==> config.mk <==
export PLATFORM = sky130hd
export DESIGN_NAME = command_line_tokenizer
export DESIGN_NICKNAME = d
export VERILOG_FILES = /design/src/rtl/clt_pkg.sv /design/src/rtl/command_line_tokenizer.sv /design/src/rtl/clt_step.sv
export SDC_FILE = /design/constraint.sdc
export NUM_CORES = 1
export LEC_CHECK = 0
export BUFFER_PORTS_ARGS = -buffer_cell sky130_fd_sc_hd__buf_4
export CAP_MARGIN = 0
export CORE_ASPECT_RATIO = 2
export CORE_MARGIN = 10
export CORE_UTILIZATION = 40
export DETAILED_ROUTE_END_ITERATION = 7
export SLEW_MARGIN = 20
export SYNTH_ARGS = -nofsm -noshare
export SYNTH_HDL_FRONTEND = slang
export SYNTH_SLANG_ARGS = --single-unit
==> constraint.sdc <==
create_clock -name clock -period 6.2 [get_ports clock]
set_clock_uncertainty 0.05 [all_clocks]
set_input_delay 1.24 -clock clock [delete_from_list [all_inputs] [get_ports clock]]
set_output_delay 1.24 -clock clock [all_outputs]
set_load 0.1 [all_outputs]
==> src/rtl/clt_pkg.sv <==
// Shared types, character codes and helpers for the command-line tokenizer.
// Used by clt_step and command_line_tokenizer; depends on nothing.
package clt_pkg;

   localparam int unsigned MAX_ARGS = 256;
   localparam int unsigned RES_MAX  = 4;
   localparam logic [7:0]  COUNT_CAP =
      ((MAX_ARGS - 1) > 255) ? 8'd255 : 8'(MAX_ARGS - 1);

   localparam logic [15:0] CH_NUL       = 16'h0000;
   localparam logic [15:0] CH_TAB       = 16'h0009;
   localparam logic [15:0] CH_LF        = 16'h000A;
   localparam logic [15:0] CH_SPACE     = 16'h0020;
   localparam logic [15:0] CH_QUOTE     = 16'h0022;
   localparam logic [15:0] CH_ZERO      = 16'h0030;
   localparam logic [15:0] CH_BACKSLASH = 16'h005C;
   localparam logic [15:0] CH_LOWER_N   = 16'h006E;
   localparam logic [15:0] CH_LOWER_T   = 16'h0074;
   localparam logic [15:0] CH_LOWER_X   = 16'h0078;

   typedef enum logic [1:0] {
      KIND_CHAR     = 2'd0,
      KIND_ARG_END  = 2'd1,
      KIND_LINE_END = 2'd2
   } kind_type;

   typedef struct packed {
      logic        in_quotes;
      logic        escape_pending;
      logic        hex_pending;
      logic [15:0] hex_accum;
      logic        arg_nonempty;
      logic        prev_was_quote;
      logic [7:0]  arg_count;
   } parse_state_type;

   typedef struct packed {
      kind_type    kind;
      logic [15:0] ch;
      logic [7:0]  arg_index;
   } result_type;

   typedef result_type burst_type [RES_MAX];

   // Returns {valid, value} for an ASCII hex digit.
   function automatic logic [4:0] hex_digit(input logic [15:0] c);
      logic [4:0] r;
      r = 5'd0;
      if (c >= 16'h0030 && c <= 16'h0039) begin
         r = {1'b1, c[3:0]};
      end else if ((c >= 16'h0061 && c <= 16'h0066) || (c >= 16'h0041 && c <= 16'h0046)) begin
         r = {1'b1, c[3:0] + 4'd9};
      end
      return r;
   endfunction

endpackage

==> src/rtl/command_line_tokenizer.sv <==
// Top level of the streaming command-line tokenizer: input register, parser state,
// and a four-entry result burst register. Depends on clt_pkg and clt_step.
//
//   channel   ports                               direction  moves
//   req       req_valid/ready, req_ch, req_last   in         one character
//   rsp       rsp_valid/ready, rsp_kind,          out        one token result
//             rsp_out_ch, rsp_arg_index
//
// An item is held in the input register, then its results (zero to four) are loaded
// into the burst register and leave one per cycle while rsp_ready is high; the first
// is offered once the item has passed the input register and the burst register.
// Sustained rate is one item per cycle while each item yields at most one result
// and rsp_ready stays high; an item yielding more results holds the input until
// the single result port has drained the burst register.
// Reset is synchronous and clears the parser state and all valid flags.
module command_line_tokenizer
   import clt_pkg::*;
(
   input  logic        clock,
   input  logic        reset,
   input  logic        req_valid,
   output logic        req_ready,
   input  logic [15:0] req_ch,
   input  logic        req_last,
   output logic        rsp_valid,
   input  logic        rsp_ready,
   output logic [1:0]  rsp_kind,
   output logic [15:0] rsp_out_ch,
   output logic [7:0]  rsp_arg_index
);

   logic            in_valid_ff;
   logic [15:0]     in_ch_ff;
   logic            in_last_ff;
   parse_state_type state_ff;
   parse_state_type state_in;
   burst_type       burst_ff;
   burst_type       burst_in;
   logic [2:0]      burst_cnt_ff;
   logic [2:0]      burst_cnt_in;
   burst_type       step_results;
   logic [2:0]      step_count;
   logic            take;
   logic            burst_free;
   logic            advance;

   clt_step u_step (
      .state      (state_ff),
      .ch         (in_ch_ff),
      .last       (in_last_ff),
      .state_next (state_in),
      .results    (step_results),
      .count      (step_count)
   );

   assign rsp_valid     = (burst_cnt_ff != 3'd0);
   assign rsp_kind      = burst_ff[0].kind;
   assign rsp_out_ch    = burst_ff[0].ch;
   assign rsp_arg_index = burst_ff[0].arg_index;

   assign take       = rsp_valid && rsp_ready;
   assign burst_free = (burst_cnt_ff == 3'd0) || ((burst_cnt_ff == 3'd1) && rsp_ready);
   assign advance    = in_valid_ff && burst_free;
   assign req_ready  = !in_valid_ff || advance;

   always_comb begin
      burst_in     = burst_ff;
      burst_cnt_in = burst_cnt_ff;
      if (advance) begin
         burst_in     = step_results;
         burst_cnt_in = step_count;
      end else if (take) begin
         for (int i = 0; i < RES_MAX - 1; i++) begin
            burst_in[i] = burst_ff[i + 1];
         end
         burst_cnt_in = burst_cnt_ff - 3'd1;
      end
   end

   always_ff @(posedge clock) begin
      if (reset) begin
         in_valid_ff  <= 1'b0;
         state_ff     <= '0;
         burst_cnt_ff <= 3'd0;
      end else begin
         if (req_ready) begin
            in_valid_ff <= req_valid;
         end
         if (advance) begin
            state_ff <= state_in;
         end
         burst_cnt_ff <= burst_cnt_in;
      end
      if (req_valid && req_ready) begin
         in_ch_ff   <= req_ch;
         in_last_ff <= req_last;
      end
      burst_ff <= burst_in;
   end

endmodule

==> src/rtl/clt_step.sv <==
// Combinational parse of one character: next parser state and up to four results.
// Depends on clt_pkg.
module clt_step
   import clt_pkg::*;
(
   input  parse_state_type state,
   input  logic [15:0]     ch,
   input  logic            last,
   output parse_state_type state_next,
   output burst_type       results,
   output logic [2:0]      count
);

   always_comb begin
      parse_state_type s;
      burst_type       r;
      logic [2:0]      n;
      logic [4:0]      hd;
      logic            consumed;
      logic [15:0]     mapped;
      logic            is_sep;

      s        = state;
      n        = 3'd0;
      consumed = 1'b0;
      mapped   = ch;
      hd       = hex_digit(ch);
      is_sep   = (ch == CH_SPACE) || (ch == CH_TAB) || (ch == CH_NUL);
      for (int i = 0; i < RES_MAX; i++) begin
         r[i] = '{kind: KIND_CHAR, ch: 16'd0, arg_index: 8'd0};
      end

      if (s.escape_pending) begin
         s.escape_pending = 1'b0;
         if (ch == CH_LOWER_X) begin
            s.hex_pending = 1'b1;
         end else begin
            if (ch == CH_LOWER_N) begin
               mapped = CH_LF;
            end else if (ch == CH_LOWER_T) begin
               mapped = CH_TAB;
            end else if (ch == CH_ZERO) begin
               mapped = CH_NUL;
            end
            r[n[1:0]] = '{kind: KIND_CHAR, ch: mapped, arg_index: s.arg_count};
            n = n + 3'd1;
            s.arg_nonempty = 1'b1;
         end
         s.prev_was_quote = (ch == CH_QUOTE);
      end else begin
         if (s.hex_pending) begin
            if (hd[4]) begin
               s.hex_accum = {s.hex_accum[11:0], hd[3:0]};
               s.prev_was_quote = 1'b0;
               consumed = 1'b1;
            end else begin
               r[n[1:0]] = '{kind: KIND_CHAR, ch: s.hex_accum, arg_index: s.arg_count};
               n = n + 3'd1;
               s.arg_nonempty = 1'b1;
               s.hex_accum = 16'd0;
               s.hex_pending = 1'b0;
            end
         end
         if (!consumed) begin
            if (is_sep && !s.in_quotes) begin
               if (s.arg_nonempty || s.prev_was_quote) begin
                  r[n[1:0]] = '{kind: KIND_ARG_END, ch: 16'd0, arg_index: s.arg_count};
                  n = n + 3'd1;
                  if (s.arg_count < COUNT_CAP) begin
                     s.arg_count = s.arg_count + 8'd1;
                  end
                  s.arg_nonempty = 1'b0;
               end
            end else if (ch == CH_QUOTE) begin
               s.in_quotes = !s.in_quotes;
            end else if (ch == CH_BACKSLASH && s.in_quotes) begin
               s.escape_pending = 1'b1;
            end else begin
               r[n[1:0]] = '{kind: KIND_CHAR, ch: ch, arg_index: s.arg_count};
               n = n + 3'd1;
               s.arg_nonempty = 1'b1;
            end
            s.prev_was_quote = (ch == CH_QUOTE);
         end
      end

      if (last) begin
         if (s.hex_pending) begin
            r[n[1:0]] = '{kind: KIND_CHAR, ch: s.hex_accum, arg_index: s.arg_count};
            n = n + 3'd1;
            s.arg_nonempty = 1'b1;
         end
         if (s.arg_nonempty || s.prev_was_quote) begin
            r[n[1:0]] = '{kind: KIND_ARG_END, ch: 16'd0, arg_index: s.arg_count};
            n = n + 3'd1;
            if (s.arg_count < COUNT_CAP) begin
               s.arg_count = s.arg_count + 8'd1;
            end
         end
         r[n[1:0]] = '{kind: KIND_LINE_END, ch: 16'd0, arg_index: s.arg_count};
         n = n + 3'd1;
         s = '0;
      end

      state_next = s;
      results    = r;
      count      = n;
   end

endmodule
# --- After elaboration in Yosys (flattened, before gate mapping) ---
# Index checks and enable logic that the tools add are counted.
op_classes:
  n_addsub: 8
  magnitude_cmp: 16
  n_eq_ne: 12
  muxes: 87
  bitwise_logic: 4
  n_reduce_logical: 28
op_table:
  columns: ["operator", "n"]
  rows:
  - ["$mux W104", 10]
  - ["$bwmux W104", 5]
  - ["$mux W78", 3]
  - ["$demux W26 S2", 4]
  - ["$mux W26", 7]
  - ["$mux W16", 5]
  - ["$eq A16 B7 Y1 const B", 4]
  - ["$mux W8", 7]
  - ["$eq A16 B6 Y1 const B", 3]
  - ["$mux W24", 2]
  - ["$mux W3", 15]
  - ["$mux W19", 2]
  - ["$ge A16 B7 Y1 const B", 2]
  - ["$le A16 B7 Y1 const B", 2]
  - ["$mux W29", 1]
  - ["$mux W1", 19]
  - ["$add A8 B1 Y8 const B", 2]
  - ["$eq A16 B4 Y1 const B", 1]
  - ["$ge A16 B6 Y1 const B", 1]
  - ["$le A16 B6 Y1 const B", 1]
  - ["$logic_not A16 Y1", 1]
  - ["$lt A8 B8 Y1 const B", 2]
  - ["$logic_and A1 B1 Y1", 13]
  - ["$add A3 B1 Y3 const B", 4]
  - ["16 further kinds", 39]
totals:
  regBits: 154
  inputBits: 21
  output_inout_bits: 28

# --- Depth between registers and ports, before layout ---
# Gate-level depths: netlist of the first run.
depth:
  word_depth: 28
  depth_mapped: 24
  depth_no_buf: 23

# --- Modules after synthesis ---
# From an unflattened synthesis of the first run, not the netlist that was laid out.
hier_totals:
  cells_unflattened: 1040
  hier_area_um2: 9979.6
modules_own_cells:
  columns: ["module", "n_inst", "cells_each", "area_each_um2", "seq_area_each_um2"]
  rows:
  - ["command_line_tokenizer", 1, 406, 6155.9, 4294.1]
  - ["clt_step", 1, 634, 3823.7, 0.0]

# --- Worst setup path before layout of the first run ---
# OpenSTA, ideal clock, no wires.
synth_path:
  path_kind: "reg2reg"
  start: "register in_ch_ff[14]"
  end: "register burst_ff[40] (netlist bit), data pin"
  setup_ps: 132
  arrival_time_ps: 5400
  required_time_ps: 6018
  path_slack_ps: 619
  path_stages_with_launch: 22
  path_cell_list: "edfxtp_1 or4_1 or4_1 buf_2 clkbuf_1 a21oi_1 nor2_1 ha_1 a21oi_1 o21ai_0 a21oi_1 inv_1 ha_1 nand2_1 nand2_1 ha_1 nand2_1 o21ai_0 ha_1 nor4_1 clkbuf_1 a22o_1"
synth_rtl:
  columns: ["item", "line_no", "text"]
  rows:
  - ["start, declared", "command_line_tokenizer.sv:33", "logic [15:0] in_ch_ff;"]
  - ["start signal, assigned", "command_line_tokenizer.sv:95", "in_ch_ff <= req_ch;"]
  - ["end signal, assigned", "command_line_tokenizer.sv:98", "burst_ff <= burst_in;"]
  - ["end, declared", "command_line_tokenizer.sv:37", "burst_type burst_ff;"]

==> flow_metrics.tcl, run 1 <==
set metrics [dict create \
    grt_pass1_wl_um 50200 \
    multiInputGateArea_um2 4320 \
    clockBufferDepth 2 \
    maxSlewViolCount 0 \
    synthCells 959 \
    finalSetupViolations 0 \
    synth_common_cells "edfxtp_1, nand2_1, nor2_1, a21oi_1, a22oi_1" \
    synth-main-ff-cell "edfxtp_1" \
    grt_util_all_layers 0.226 \
    start_util 0.405 \
    core_um2 22500 \
    ys_seq_area_frac 0.470 \
    synth.most_common_cell "edfxtp_1" \
    synthTopCellsByArea "edfxtp_1, dfxtp_1, a22oi_1" \
    path_cells "or4_1 > or4_1 > buf_4 > nor2_1 > a21oi_1 > ha_1 > nand2_1 > o21ai_0 > a21oi_1 > inv_1 > ha_1 > nand2_1 > nand2_1 > ha_1 > nand2_1 > o21ai_0 > inv_1 > ha_1 > inv_1 > a21oi_1 > o31ai_1" \
    placed_area_um2 9660 \
    yosysTopAreaCellShare 0.398 \
    avgSynthCellArea_um2 9.52 \
    power_density_nw_per_um2 442 \
    ff_latch_area_um2 4290 \
    netlist_area_um2 9130 \
    tightest_slew_ns 1.14 \
    ctsRootBufferMaster "clkbuf_16" \
    finalSetupTns_ns 0 \
    drt_iter0_markers 746 \
    wl_um 33700 \
    viasPerCell 6.27 \
    fmax_mhz 174 \
    critical_path.max_stage_delay_ns 0.56 \
    dr.pass1.iters 5 \
    die_w_um 127 \
    num_rows 78 \
    grt_max_degree 71 \
    post_cts_buffers 0 \
    synth-edff-count 121 \
    p_leak_nw 3.77 \
    synth_cell_types 66 \
    vias 7897 \
    rsz0062_at_grt "no" \
    clkTransAtPathRegs_ns 0.06 \
    syn_nets 1008 \
    drc_errors 0 \
    yosys.area.top_type "edfxtp_1" \
    met1_length_um 10700 \
    nets 1017 \
    period_share 0.926 \
    clock-sinks 154 \
    outcome "finished, final reports clean" \
    power_mw 4.52 \
    cts_inserted_buffers 17 \
    min_path_type "reg -> reg" \
    place_congestion 0.997 \
    overflow 0 \
    crit_type "reg -> reg" \
    cap_violations 0 \
    critPathLaunchType "flip-flop" \
    ir_drop_mv 0.318 \
    synthArstFlopShare 0 \
    cts_tree "built" \
    syn_to_final_growth_pct 12.1 \
    highest_layer "met4" \
    ant_nets 0 \
    synth_warnings 0 \
    worstPathMaxFanout 16 \
    wire_per_inst_um 26.7 \
    r2r_start "in_ch_ff[14]" \
    drive_above_1_share 0.130 \
    io-pin-count 49 \
    antenna_found_initial 0 \
    met2_length_um 18800 \
    first_global_vias 8135 \
    fp.dieArea_um2 29600 \
    slowest_stage "or4_1" \
    met3_length_um 1400 \
    clk_latency_ns 0.46 \
    fin_area_um2 10200 \
    hold_violations 0 \
    synth_seq_cells 154 \
    end_kind "flip-flop" \
    antenna_cells 0 \
    h-tree-depth 4 \
    die_h_um 234 \
    portBuffers 48 \
    crit_path_start "in_ch_ff[14]" \
    min_from "burst_cnt_ff[1]" \
    min_period_ns 5.74 \
    nFillCells 2157 \
    relSlewSlack 0.233 \
    critPathArrivalTime_ns 5.87 \
    dpl.hpwl_um 24100 \
    crit_required_ns 6.33 \
]
metal layers:
metal	GRT usage	vias up
li1	-	3591
met2	0.426	339
met4	0.182	0
met3	0.0372	132
met5	0	-
met1	0.205	3835
final timing paths:
check / endpoint / slack, ns / cells past startpoint
worst max-delay path: burst_ff[59] / 0.46 / 21
worst min-delay path: burst_cnt_ff[1] / 0.41 / 2
worst max register to register: burst_ff[59] / 0.46 / 21
worst min register to register: burst_cnt_ff[1] / 0.41 / 2
cells in the final DEF, fill, tap and decap left out, types with 7 or more instances in the layout:
cell type,instances
or4_1,7
a21oi_1,62
and3_1,10
ha_1,28
nor2_1,96
and2_1,9
nor3_1,21
clkbuf_16,17
nand2b_1,8
dfxtp_1,33
a22o_1,40
nor2b_1,16
o31ai_1,8
xnor2_1,7
inv_1,26
buf_4,79
edfxtp_1,121
a31oi_1,12
a22oi_1,57
o211ai_1,7
nand4_1,8
o21ai_0,45
mux2i_1,21
nand3_1,16
nand2_1,109
what timing repair did:
| action | CTS | global route |
|---|---|---|
| hold buffers | 0 | 0 |
| endpoints found under the hold margin | 0 | 0 |
| setup endpoints to repair | 0 | 12 |
| gates resized for setup | 0 | 1 |
where the power goes:
part	total (mW)	switching (mW)	leakage [nW]	internal (mW)
Sequential	1.73	0.138	1.44	1.60
Combinational	1.73	1.36	2.05	0.377
Clock	1.05	0.455	0.280	0.596
Total	4.52	1.95	3.77	2.57
sequential cells by signal, summed over array words and instances, names as in the netlist, 2 cells and up:
| register | count |
|---|---|
| state_ff | 29 |
| burst_cnt_ff | 3 |
| rsp_out_ch | 16 |
| rsp_arg_index | 8 |
| in_ch_ff | 16 |
| burst_ff | 78 |
| rsp_kind | 2 |
kinds of logic (layout without fill, tap and decap cells):
family / count (synthesis) / after routing / synth area share
compound gates: 297 / 297 / 0.227
xor+xnor: 10 / 10 / 0.00959
fa+ha+maj: 28 / 28 / 0.0384
buf+inv: 117 / 138 / 0.0592
flops: 154 / 154 / 0.470
mux: 23 / 23 / 0.0255
simple gates: 330 / 330 / 0.170
critical path: cells and delay by family (launching register included):
kind / cells / cell delay, ns
simple gates: 7 / 1.59
compound gates: 6 / 1.45
fa+ha+maj: 4 / 1.22
buf+inv: 4 / 0.77
flops: 1 / 0.41
layout make-up:
type,count,area share
multi-input cells,688,0.422
flip-flops and latches,154,0.420
repair buffers,79,0.0579
clock buffers,19,0.0423
well taps,280,0.0342
clock inverters,12,0.0138
inverters,28,0.0104
metrics by stage:
step	worst slack (ns)	hold slack, ns	util	instances
after floorplan	0.619	0.382	-	959
after global placement	0.636	0.394	0.429	1229
after detailed placement	0.487	0.406	0.429	1229
after CTS	0.452	0.415	0.454	1260
after global routing	0.0451	0.430	0.454	1260
final	0.460	0.411	0.454	1260
Power figures use the tool's default switching activity.
==> run 2: changes to the inputs <==
- CTS_CLUSTER_SIZE: not set -> 8
- SYNTH_HIERARCHICAL: not set -> 1
==> flow_metrics.tcl, run 2 <==
set metrics [dict create \
    syn_to_final_growth_pct 12.1 \
    dr.pass1.iters 6 \
    path_cells "buf_4 > ha_1 > nor4b_2 > or3_1 > a2111o_1 > and2_1 > o31a_1 > ha_1 > nand2_1 > o21ai_0 > or2_2 > ha_1 > o21ai_0 > ha_1 > nor2_1 > a31oi_1 > inv_1 > ha_1 > nand2_1 > o21ai_0 > buf_4 > a32o_1 > mux2_1" \
    synth_cell_types 89 \
    nets 1099 \
    critPathLaunchType "flip-flop" \
    portBuffers 48 \
    num_rows 81 \
    h-tree-depth 4 \
    tightest_slew_ns 0.942 \
    io-pin-count 49 \
    yosysTopAreaCellShare 0.364 \
    synth_seq_cells 154 \
    min_path_type "reg -> reg" \
    synth_warnings 6 \
    fp.dieArea_um2 32100 \
    mostFrequentLayoutCell "nor2_1" \
    synth-main-ff-cell "edfxtp_1" \
    synth.most_common_cell "nor2_1" \
    ctsRootBufferMaster "clkbuf_16" \
    synth_common_cells "nor2_1, edfxtp_1, a21oi_1, mux2_1, nand2_1" \
    start_util 0.407 \
    largest_register_ffs 78 \
    clk_latency_ns 0.46 \
    synthTopCellsByArea "edfxtp_1, mux2_1, dfxtp_1" \
    clock-sinks 154 \
    syn_nets 1087 \
    clkTransAtPathRegs_ns 0.07 \
    yosys.area_share.simple 0.177 \
    period_share 0.968 \
    netlist_area_um2 9980 \
    fmax_mhz 167 \
    place_congestion 1.01 \
    drive_above_1_share 0.154 \
    fin_area_um2 11200 \
    relSlewSlack 0.365 \
    cts.hold.buffers_added 0 \
    slowest_stage "a2111o_1" \
    wl_um 35000 \
    drc_errors 0 \
    synth_compound_gate_area_share 0.193 \
    finalSetupViolations 0 \
    grt_max_degree 60 \
    clockBufferDepth 2 \
    grt_pass1_wl_um 52700 \
    cts_tree "built" \
    cts_inserted_buffers 17 \
    antenna_cells 0 \
    end_kind "flip-flop" \
    hold_violations 0 \
    crit_type "reg -> reg" \
    crit_required_ns 6.36 \
    critPathArrivalTime_ns 6.16 \
    worstPathMaxFanout 10 \
    drt_iter0_markers 729 \
    synth.area.mux_share 0.0978 \
    die_w_um 132 \
    min_period_ns 6.00 \
    synthCells 1040 \
    vias 8509 \
    cap_violations 0 \
    synthArstFlopShare 0 \
    dpl.hpwl_um 25700 \
    antenna_found_initial 0 \
    overflow 0 \
    power_density_nw_per_um2 395 \
    largestRegisters "burst_ff: 78 flops, state_ff: 29 flops" \
    avgSynthCellArea_um2 9.60 \
    viasPerCell 6.09 \
    largest_register "burst_ff" \
    ys_seq_area_frac 0.430 \
    yosys.area.top_type "edfxtp_1" \
    maxSlewViolCount 0 \
    grt_util_all_layers 0.217 \
    synth-edff-count 121 \
    layout_common_cells "nor2_1, edfxtp_1, a21oi_1" \
    placed_area_um2 10600 \
    first_global_vias 8814 \
    ir_drop_mv 0.244 \
    ant_nets 0 \
    p_leak_nw 4.01 \
    synth_top_family_by_area "compound AO/OA/AOI/OAI gates" \
    die_h_um 243 \
    core_um2 24500 \
    synthAdderAreaFrac 0.0326 \
    cpMostUsedCell "ha_1" \
    finalSetupTns_ns 0 \
    wire_per_inst_um 25.1 \
    synth_xor_area_frac 0.00878 \
    critical_path.max_stage_delay_ns 0.49 \
    outcome "finished, final reports clean" \
]
run 2: cell count changes after synthesis, sizes merged, moves of 10 or more:
cell    delta
mux2      +79
a21oi     +38
a22oi     -52
nand3     +31
mux2i     -15
o21ai     +21
a211oi    +16
nor2      +36
a22o      -39
nor4      +10
buf       +19
nand2     -57
a221oi    +10
run 2: logic make-up (layout without fill, tap and decap cells):
kind of cell / after synthesis / in the layout
flip-flops: 154 / 154
buffers and inverters: 126 / 151
multiplexers: 87 / 87
AO/OA/AOI/OAI: 290 / 290
adder cells (fa/ha/maj): 26 / 26
AND/OR/NAND/NOR: 347 / 347
XOR/XNOR: 10 / 10
run 2: worst max-delay path, delay by kind of cell, from the launching register on:
family,cells,cell delay (ns)
AO/OA/AOI/OAI,7,1.89
adder cells (fa/ha/maj),5,1.35
buffers and inverters,3,0.61
flip-flops,1,0.34
multiplexers,1,0.27
AND/OR/NAND/NOR,7,1.24
run 2: final timing paths:
path,start,to,slack (ns),cells after the start
hold reg to reg,state_ff[8],state_ff[8],0.45,2
hold / removal,state_ff[8],state_ff[8],0.45,2
setup / recovery,in_ch_ff[0],burst_ff[58],0.20,23
setup reg to reg,in_ch_ff[0],burst_ff[58],0.20,23
run 2: power breakdown:
| group | switching, mW | internal [mW] |
|---|---|---|
| sequential | 0.114 | 1.58 |
| clock | 0.456 | 0.557 |
| combinational | 1.33 | 0.393 |
| total | 1.90 | 2.53 |
run 2: stage by stage:
stage	cells	worst slack (ns)	utilization	hold slack, ns	total power, mW
after global routing	1397	-0.0170	0.456	0.469	4.61
after detailed placement	1365	0.410	0.433	0.433	3.46
final	1397	0.200	0.456	0.449	4.42
after CTS	1397	0.398	0.456	0.445	4.48
after global placement	1365	0.476	0.433	0.431	3.44
after floorplan	1040	0.357	-	0.408	3.10
run 2: cell type report:
class	instances	area (um2)
fill	2468	13300
timing repair buffer	93	711
multi-input combinational	760	5110
clock buffer	17	425
inverter	26	97.6
sequential	154	4290
clock inverter	15	139
tap	332	415
run 2: routing by layer:
layer | global-route usage | vias to the layer above | part of all wire
met1 | 0.183 | 4143 | 0.31
met4 | 0.177 | 0 | 0.080
met3 | 0.0375 | 151 | 0.034
li1 | - | 3900 | -
met2 | 0.424 | 315 | 0.57
met5 | 0 | - | 0
run 2: repair_timing:
item,in CTS,in global routing
endpoints found under the setup margin,0,2
buffers inserted,0,0
gates resized for setup,0,1
